## src/hw/rtl/rvd_pkg.sv

```systemverilog
package rvd_pkg;

  localparam logic [6:0] OP_LUI    = 7'h37;
  localparam logic [6:0] OP_AUIPC  = 7'h17;
  localparam logic [6:0] OP_JAL    = 7'h6f;
  localparam logic [6:0] OP_JALR   = 7'h67;
  localparam logic [6:0] OP_BRANCH = 7'h63;
  localparam logic [6:0] OP_LOAD   = 7'h03;
  localparam logic [6:0] OP_STORE  = 7'h23;
  localparam logic [6:0] OP_IMM    = 7'h13;
  localparam logic [6:0] OP_REG    = 7'h33;
  localparam logic [6:0] OP_SYSTEM = 7'h73;

  localparam logic [6:0] F7_BASE = 7'h00;
  localparam logic [6:0] F7_MULDIV = 7'h01;
  localparam logic [6:0] F7_ALT = 7'h20;

  typedef enum logic [2:0] {
    FMT_U = 3'd0,
    FMT_J = 3'd1,
    FMT_I = 3'd2,
    FMT_S = 3'd3,
    FMT_B = 3'd4,
    FMT_R = 3'd5,
    FMT_X = 3'd6
  } fmt_t;

  typedef enum logic [5:0] {
    MN_LUI    = 6'd0,
    MN_AUIPC  = 6'd1,
    MN_JAL    = 6'd2,
    MN_JALR   = 6'd3,
    MN_BEQ    = 6'd4,
    MN_BNE    = 6'd5,
    MN_BLT    = 6'd6,
    MN_BGE    = 6'd7,
    MN_BLTU   = 6'd8,
    MN_BGEU   = 6'd9,
    MN_LB     = 6'd10,
    MN_LH     = 6'd11,
    MN_LW     = 6'd12,
    MN_LBU    = 6'd13,
    MN_LHU    = 6'd14,
    MN_SB     = 6'd15,
    MN_SH     = 6'd16,
    MN_SW     = 6'd17,
    MN_ADDI   = 6'd18,
    MN_SLTI   = 6'd19,
    MN_SLTIU  = 6'd20,
    MN_XORI   = 6'd21,
    MN_ORI    = 6'd22,
    MN_ANDI   = 6'd23,
    MN_SLLI   = 6'd24,
    MN_SRLI   = 6'd25,
    MN_SRAI   = 6'd26,
    MN_ADD    = 6'd27,
    MN_SUB    = 6'd28,
    MN_SLL    = 6'd29,
    MN_SLT    = 6'd30,
    MN_SLTU   = 6'd31,
    MN_XOR    = 6'd32,
    MN_SRL    = 6'd33,
    MN_SRA    = 6'd34,
    MN_OR     = 6'd35,
    MN_AND    = 6'd36,
    MN_ECALL  = 6'd37,
    MN_EBREAK = 6'd38,
    MN_MUL    = 6'd39,
    MN_MULH   = 6'd40,
    MN_MULHSU = 6'd41,
    MN_MULHU  = 6'd42,
    MN_DIV    = 6'd43,
    MN_DIVU   = 6'd44,
    MN_REM    = 6'd45,
    MN_REMU   = 6'd46,
    MN_BAD    = 6'd47
  } mnem_t;

  // decoded fields handed from the decoder to the result stage
  typedef struct packed {
    mnem_t       mnemonic;
    fmt_t        format;
    logic [4:0]  rd;
    logic [4:0]  rs1;
    logic [4:0]  rs2;
    logic [31:0] imm;
    logic        tgt_en;
  } dec_t;

  function automatic mnem_t branch_code(input logic [2:0] f3);
    mnem_t m;
    case (f3)
      3'd0: m = MN_BEQ;
      3'd1: m = MN_BNE;
      3'd4: m = MN_BLT;
      3'd5: m = MN_BGE;
      3'd6: m = MN_BLTU;
      3'd7: m = MN_BGEU;
      default: m = MN_BAD;
    endcase
    return m;
  endfunction

  function automatic mnem_t load_code(input logic [2:0] f3);
    mnem_t m;
    case (f3)
      3'd0: m = MN_LB;
      3'd1: m = MN_LH;
      3'd2: m = MN_LW;
      3'd4: m = MN_LBU;
      3'd5: m = MN_LHU;
      default: m = MN_BAD;
    endcase
    return m;
  endfunction

  function automatic mnem_t store_code(input logic [2:0] f3);
    mnem_t m;
    case (f3)
      3'd0: m = MN_SB;
      3'd1: m = MN_SH;
      3'd2: m = MN_SW;
      default: m = MN_BAD;
    endcase
    return m;
  endfunction

  function automatic mnem_t opimm_code(input logic [2:0] f3);
    mnem_t m;
    case (f3)
      3'd0: m = MN_ADDI;
      3'd2: m = MN_SLTI;
      3'd3: m = MN_SLTIU;
      3'd4: m = MN_XORI;
      3'd6: m = MN_ORI;
      3'd7: m = MN_ANDI;
      default: m = MN_BAD;
    endcase
    return m;
  endfunction

  function automatic mnem_t reg_code(input logic [2:0] f3);
    mnem_t m;
    case (f3)
      3'd0: m = MN_ADD;
      3'd1: m = MN_SLL;
      3'd2: m = MN_SLT;
      3'd3: m = MN_SLTU;
      3'd4: m = MN_XOR;
      3'd5: m = MN_SRL;
      3'd6: m = MN_OR;
      3'd7: m = MN_AND;
      default: m = MN_BAD;
    endcase
    return m;
  endfunction

  function automatic mnem_t muldiv_code(input logic [2:0] f3);
    mnem_t m;
    case (f3)
      3'd0: m = MN_MUL;
      3'd1: m = MN_MULH;
      3'd2: m = MN_MULHSU;
      3'd3: m = MN_MULHU;
      3'd4: m = MN_DIV;
      3'd5: m = MN_DIVU;
      3'd6: m = MN_REM;
      3'd7: m = MN_REMU;
      default: m = MN_BAD;
    endcase
    return m;
  endfunction

endpackage

```

## src/hw/rtl/rvd_decode.sv

```systemverilog
module rvd_decode (
  input  logic [31:0]   word,
  output rvd_pkg::dec_t dec
);
  import rvd_pkg::*;

  logic [6:0]  op;
  logic [4:0]  rd;
  logic [2:0]  f3;
  logic [4:0]  rs1;
  logic [4:0]  rs2;
  logic [6:0]  f7;
  logic [31:0] imm_i;
  logic [31:0] imm_s;
  logic [31:0] imm_b;
  logic [31:0] imm_j;
  logic [31:0] imm_u;
  logic [31:0] shamt;
  dec_t        raw;

  assign op  = word[6:0];
  assign rd  = word[11:7];
  assign f3  = word[14:12];
  assign rs1 = word[19:15];
  assign rs2 = word[24:20];
  assign f7  = word[31:25];

  assign imm_i = {{20{word[31]}}, word[31:20]};
  assign imm_s = {{20{word[31]}}, word[31:25], word[11:7]};
  assign imm_b = {{19{word[31]}}, word[31], word[7], word[30:25], word[11:8], 1'b0};
  assign imm_j = {{11{word[31]}}, word[31], word[19:12], word[20], word[30:21], 1'b0};
  assign imm_u = {word[31:12], 12'd0};
  assign shamt = {27'd0, rs2};

  always_comb begin
    raw = '{mnemonic: MN_BAD, format: FMT_X, rd: 5'd0, rs1: 5'd0, rs2: 5'd0,
            imm: 32'd0, tgt_en: 1'b0};
    case (op)
      OP_LUI, OP_AUIPC: begin
        raw.mnemonic = (op == OP_LUI) ? MN_LUI : MN_AUIPC;
        raw.format   = FMT_U;
        raw.rd       = rd;
        raw.imm      = imm_u;
      end
      OP_JAL: begin
        raw.mnemonic = MN_JAL;
        raw.format   = FMT_J;
        raw.rd       = rd;
        raw.imm      = imm_j;
        raw.tgt_en   = 1'b1;
      end
      OP_JALR: begin
        raw.mnemonic = (f3 == 3'd0) ? MN_JALR : MN_BAD;
        raw.format   = FMT_I;
        raw.rd       = rd;
        raw.rs1      = rs1;
        raw.imm      = imm_i;
      end
      OP_BRANCH: begin
        raw.mnemonic = branch_code(f3);
        raw.format   = FMT_B;
        raw.rs1      = rs1;
        raw.rs2      = rs2;
        raw.imm      = imm_b;
        raw.tgt_en   = 1'b1;
      end
      OP_LOAD: begin
        raw.mnemonic = load_code(f3);
        raw.format   = FMT_I;
        raw.rd       = rd;
        raw.rs1      = rs1;
        raw.imm      = imm_i;
      end
      OP_STORE: begin
        raw.mnemonic = store_code(f3);
        raw.format   = FMT_S;
        raw.rs1      = rs1;
        raw.rs2      = rs2;
        raw.imm      = imm_s;
      end
      OP_IMM: begin
        raw.format = FMT_I;
        raw.rd     = rd;
        raw.rs1    = rs1;
        if (f3 == 3'd1) begin
          raw.mnemonic = (f7 == F7_BASE) ? MN_SLLI : MN_BAD;
          raw.imm      = shamt;
        end else if (f3 == 3'd5) begin
          if (f7 == F7_BASE) begin
            raw.mnemonic = MN_SRLI;
          end else if (f7 == F7_ALT) begin
            raw.mnemonic = MN_SRAI;
          end
          raw.imm = shamt;
        end else begin
          raw.mnemonic = opimm_code(f3);
          raw.imm      = imm_i;
        end
      end
      OP_REG: begin
        raw.format = FMT_R;
        raw.rd     = rd;
        raw.rs1    = rs1;
        raw.rs2    = rs2;
        if (f7 == F7_BASE) begin
          raw.mnemonic = reg_code(f3);
        end else if (f7 == F7_MULDIV) begin
          raw.mnemonic = muldiv_code(f3);
        end else if (f7 == F7_ALT && f3 == 3'd0) begin
          raw.mnemonic = MN_SUB;
        end else if (f7 == F7_ALT && f3 == 3'd5) begin
          raw.mnemonic = MN_SRA;
        end
      end
      OP_SYSTEM: begin
        // only the exact ecall / ebreak words
        if (f3 == 3'd0 && rd == 5'd0 && rs1 == 5'd0 && word[31:21] == 11'd0) begin
          raw.mnemonic = word[20] ? MN_EBREAK : MN_ECALL;
          raw.format   = FMT_I;
          raw.imm      = {31'd0, word[20]};
        end
      end
      default: begin
        raw.mnemonic = MN_BAD;
      end
    endcase
  end

  // an unrecognized word clears every field
  always_comb begin
    dec = raw;
    if (raw.mnemonic == MN_BAD) begin
      dec = '{mnemonic: MN_BAD, format: FMT_X, rd: 5'd0, rs1: 5'd0, rs2: 5'd0,
              imm: 32'd0, tgt_en: 1'b0};
    end
  end

endmodule

```

## src/hw/rtl/rv32im_instruction_decoder.sv

```systemverilog
// an accepted request is captured in the input register, and its decode
// and target are captured in the result register as out_valid rises
// throughput: one request per cycle; busy is always low
// an input register feeds the decoder, a result register holds its output
// and the pc + immediate target add
// reset clears only the valid flags; the receiver cannot stall
module rv32im_instruction_decoder (
  input  logic               clk,
  input  logic               rst_n,
  input  logic               start,
  output logic               busy,
  input  logic [31:0]        in_instr_word,
  input  logic [31:0]        in_pc,
  output logic               out_valid,
  output logic [5:0]         out_mnemonic,
  output logic [2:0]         out_format,
  output logic [4:0]         out_dest_reg,
  output logic [4:0]         out_src1_reg,
  output logic [4:0]         out_src2_reg,
  output logic signed [31:0] out_immediate,
  output logic [31:0]        out_target_addr
);
  import rvd_pkg::*;

  logic        in_valid_r;
  logic [31:0] word_r;
  logic [31:0] pc_r;
  dec_t        dec;
  logic [31:0] tgt_nxt;
  logic        out_valid_r;
  dec_t        dec_r;
  logic [31:0] tgt_r;

  assign busy = 1'b0;

  always_ff @(posedge clk) begin
    if (!rst_n) begin
      in_valid_r <= 1'b0;
    end else begin
      in_valid_r <= start;
    end
  end

  always_ff @(posedge clk) begin
    if (start) begin
      word_r <= in_instr_word;
      pc_r   <= in_pc;
    end
  end

  rvd_decode u_decode (
    .word (word_r),
    .dec  (dec)
  );

  assign tgt_nxt = dec.tgt_en ? (pc_r + dec.imm) : 32'd0;

  always_ff @(posedge clk) begin
    if (!rst_n) begin
      out_valid_r <= 1'b0;
    end else begin
      out_valid_r <= in_valid_r;
    end
  end

  always_ff @(posedge clk) begin
    if (in_valid_r) begin
      dec_r <= dec;
      tgt_r <= tgt_nxt;
    end
  end

  assign out_valid       = out_valid_r;
  assign out_mnemonic    = dec_r.mnemonic;
  assign out_format      = dec_r.format;
  assign out_dest_reg    = dec_r.rd;
  assign out_src1_reg    = dec_r.rs1;
  assign out_src2_reg    = dec_r.rs2;
  assign out_immediate   = $signed(dec_r.imm);
  assign out_target_addr = tgt_r;

  a_latency: assert property (@(posedge clk) disable iff (!rst_n)
    out_valid |-> $past(start, 2))
    else $error("result without a request two cycles earlier");

  a_bad_clear: assert property (@(posedge clk) disable iff (!rst_n)
    out_valid && out_format == FMT_X |->
      out_mnemonic == MN_BAD && out_dest_reg == 5'd0 && out_src1_reg == 5'd0 &&
      out_src2_reg == 5'd0 && out_immediate == 32'sd0 && out_target_addr == 32'd0)
    else $error("unrecognized word with nonzero fields");

  a_target_zero: assert property (@(posedge clk) disable iff (!rst_n)
    out_valid && out_format != FMT_B && out_mnemonic != MN_JAL |->
      out_target_addr == 32'd0)
    else $error("target set outside branch and jal");

endmodule

```

## config.mk

```make
export PLATFORM = sky130hd
export DESIGN_NAME = rv32im_instruction_decoder
export DESIGN_NICKNAME = d
export VERILOG_FILES = /design/src/hw/rtl/rvd_pkg.sv /design/src/hw/rtl/rvd_decode.sv /design/src/hw/rtl/rv32im_instruction_decoder.sv
export SDC_FILE = /design/constraint.sdc
export NUM_CORES = 1
export LEC_CHECK = 0
export BUFFER_PORTS_ARGS = -buffer_cell sky130_fd_sc_hd__buf_2
export CAP_MARGIN = 20
export CORE_UTILIZATION = 60
export DETAILED_ROUTE_END_ITERATION = 10
export GPL_ROUTABILITY_DRIVEN = 0
export GPL_TIMING_DRIVEN = 0
export PLACE_DENSITY = 0.93
export SLEW_MARGIN = 10
export SYNTH_ARGS = -nofsm -noshare
export SYNTH_HDL_FRONTEND = slang
export SYNTH_SLANG_ARGS = --single-unit
export TNS_END_PERCENT = 10
```

## constraint.sdc

```tcl
create_clock -name clk -period 15.9 [get_ports clk]
set_clock_uncertainty 0.1 [all_clocks]
set_input_delay 1.59 -clock clk [delete_from_list [all_inputs] [get_ports clk]]
set_output_delay 1.59 -clock clk [all_outputs]
set_load 0.03 [all_outputs]
```

==> results.toml <==
[clock_tree]
cts_tree = "yes"
cts.sinks = 163
cts_buffers = 17
clk_latency_ns = 0.44
clockRootBuffer = "clkbuf_16"
post-cts-setup-buffers = 0
cts.path.max_buffers = 2
clkTransAtPathRegs_ns = 0.06
ctsHoldBuffers = 0
htreeDepth = 4
cts_resized = 0

[global_routing]
grt_util_all_layers_pct = 29.7
grt_max_degree = 59
first_global_vias = 6043
grt_overflow = 0
antenna_found_initial = 1
grt_pass1_wl_mm = 31.5

[hold_path]
hold_class = "reg -> reg"

[critical_path]
worstPathArrival_ns = 6.83
critPathMaxStageDelay_ns = 0.59
cp.required_ns = 15.97
worstPathCellList = "clkbuf_1 -> inv_1 -> ha_1 -> o211ai_1 -> a211oi_1 -> or3_1 -> a2111o_1 -> o21ai_0 -> and4b_4 -> buf_6 -> nand3b_4 -> buf_2 -> buf_6 -> nor2_1 -> ha_1 -> nor2b_1 -> o21a_1 -> o21ai_0 -> a211oi_1 -> o21ai_0 -> o211ai_1 -> a211oi_1 -> xor2_1 -> nor2_1"
path_buf_inv = 5
critPathCaptureType = "flip-flop"
crit_family = "compound AO/OA/AOI/OAI gates"
cp_slowest_cell = "o21ai_0"
crit_type = "reg -> reg"
critPathLaunchType = "flip-flop"
crit_fanout = 10

[layout]
post-route-cell-area_um2 = 9820
drive_above_1_share_pct = 24.7
layout.nets = 975
utilization_pct = 73.9
area_growth_pct = 20.0
num-fill-cells = 894

[floorplanning]
num_io_pins = 157
die-area_um2 = 14100
die_width_um = 119
initial_core_util_pct = 61.6
rows = 42
coreArea_um2 = 13300
die_h_um = 119

[flow_run]
drv_cap = 0

[power]
switchingPower_mw = 0.260
sw_frac_of_total_pct = 24.9
combPwrFrac_pct = 11.9
power.density_nw_per_um2 = 106
pwr-share-seq_pct = 49.5
power.share.clock_pct = 38.6
vdd_drop_max_v = 0.0000874
p_int_mw = 0.784
p_leak_nw = 3.89

[run_status]
outcome = "finished, final reports clean"

[timing]
fin_tns_setup_ns = 0
maxSlewViolCount = 0
slew_headroom_pct = 28.1
worst_pin_slew_ns = 1.06
min_period_ns = 6.76
finalSetupViolations = 0
rsz0062_at_grt = "false"
fin_crit_sh_pct = 42.5
fmax_mhz = 148
timing_hold_violations_final = 0

[synth]
synthAdderAreaFrac_pct = 6.66
synth_ff_type = "edfxtp_1"
synth-seq-cells = 163
ys.warnings.count = 0
async_reset_ff_share_pct = 0
synth-simple-area-share_pct = 14.2
synth_compound_area_share_pct = 15.4
synth_top_family_by_area = "compound AO/OA/AOI/OAI gates"
ys_types = 74
synth_xor_area_share_pct = 2.25
synth_edf_count = 152
synth.area.mux_share_pct = 0.504
yosys-top-cells-area = "edfxtp_1 (56%), ha_1 (6.4%), a21oi_1 (3.5%), dfxtp_1 (2.7%), a21o_1 (2.6%)"
ys_seq_area_share_pct = 58.4
syn_area_um2 = 8190
netlist_instances = 689
synth_top_area_share_pct = 55.8
avgSynthCellArea_um2 = 11.9
synth_top_cell_by_area = "edfxtp_1"
yosys-top-cells-count = "edfxtp_1 (152), a21oi_1 (57), nor2_1 (54)"
syn_nets = 799
synth_most_common_cell = "edfxtp_1"

[drt]
first_pass_iters = 5
route.vias.total = 6479
routedWlPerCell_um = 19.1
wl_mm = 20.2
ant_nets = 0
initialDrtViolationCount = 685
drc_errors = 0
viasPerCell = 6.14

[place]
place_area_um2 = 9240
port-buffer-count = 155
hpwlAfterDp_mm = 14.9
stage by stage:
step | power, mW | cells | hold WS (ns) | setup WS [ns]
4_1_cts | 1.05 | 1054 | 0.538 | 9.29
5_1_grt | 1.07 | 1055 | 0.569 | 8.83
2_1_floorplan | 0.602 | 689 | 0.439 | 10.41
3_3_place_gp | 0.643 | 1020 | 0.520 | 9.52
6_report | 1.04 | 1055 | 0.545 | 9.14
3_5_place_dp | 0.647 | 1022 | 0.521 | 9.37
routing by layer:
metal  GRT usage, %  up-vias  routed length, um
li1               -     2967                  -
met1           36.9     3036               7670
met2           50.3      390               9970
met3           5.84       86               1700
met4           13.9        0                854
met5              0        -                  0
layout by cell type, fill, tap and decap left out, types with 4 or more instances in the layout:
cell type,instances
nand2b_1,6
or3_1,4
and2_1,25
and3_1,5
nor2b_1,14
ha_1,42
a31oi_1,10
nor3_1,19
xor2_1,10
xnor2_1,11
a21oi_1,57
nand2_1,40
clkbuf_16,17
a211oi_1,11
buf_2,156
o211ai_1,6
o21a_1,5
nor4_1,4
a31o_2,5
or2_2,6
clkbuf_1,21
nor2_1,54
nand4_1,4
a22oi_1,4
o21ai_0,37
edfxtp_1,152
a21o_1,28
dfxtp_1,10
inv_1,23
nand3_1,10
power by group through the flow:
stage,Sequential [mW],Combinational (mW),Clock [mW]
floorplan,0.549,0.0536,0
global placement,0.528,0.115,0
detailed placement,0.525,0.122,0
CTS,0.517,0.123,0.408
global route,0.519,0.134,0.420
finish,0.517,0.124,0.403
kinds of logic (layout without fill, tap and decap cells):
group / count (synthesis) / after routing
mux: 4 / 4
other cells: 1 / 2
simple gates: 214 / 214
xor+xnor: 21 / 21
flops: 163 / 163
fa+ha+maj: 43 / 43
buf+inv: 49 / 238
compound gates: 194 / 194
final cells by class:
cell class                      instances  area, um^2  share of cell area, %
Buffer                                 25         115                   1.17
Timing Repair Buffer                  157         826                   8.41
Clock inverter                          9         106                   1.08
Inverter                               24        90.1                  0.917
Antenna cell                            1        2.50                 0.0255
Tap cell                              176         220                   2.24
Sequential cell                       163        4790                   48.7
Clock buffer                           23         478                   4.87
Multi-Input combinational cell        477        3200                   32.5
path summary, 6_finish.rpt:
path	end	slack [ns]	cells after the start	startpoint
worst min-delay path	out_src1_reg[1]	0.55	1	word_r[16]
worst max-delay path	out_target_addr[30]	9.14	24	word_r[14]
worst min register to register	out_src1_reg[1]	0.55	1	word_r[16]
worst max register to register	out_target_addr[30]	9.14	24	word_r[14]
worst register-to-register path: cells and delay by family, from the launching register on:
family / cells / cell delay [ns]
AO/OA/AOI/OAI: 10 / 2.82
AND/OR/NAND/NOR: 6 / 1.17
buffers and inverters: 5 / 1.11
adder cells (fa/ha/maj): 2 / 0.57
flip-flops: 1 / 0.54
XOR/XNOR: 1 / 0.19
No activity file was read; power rests on OpenSTA's default activity.
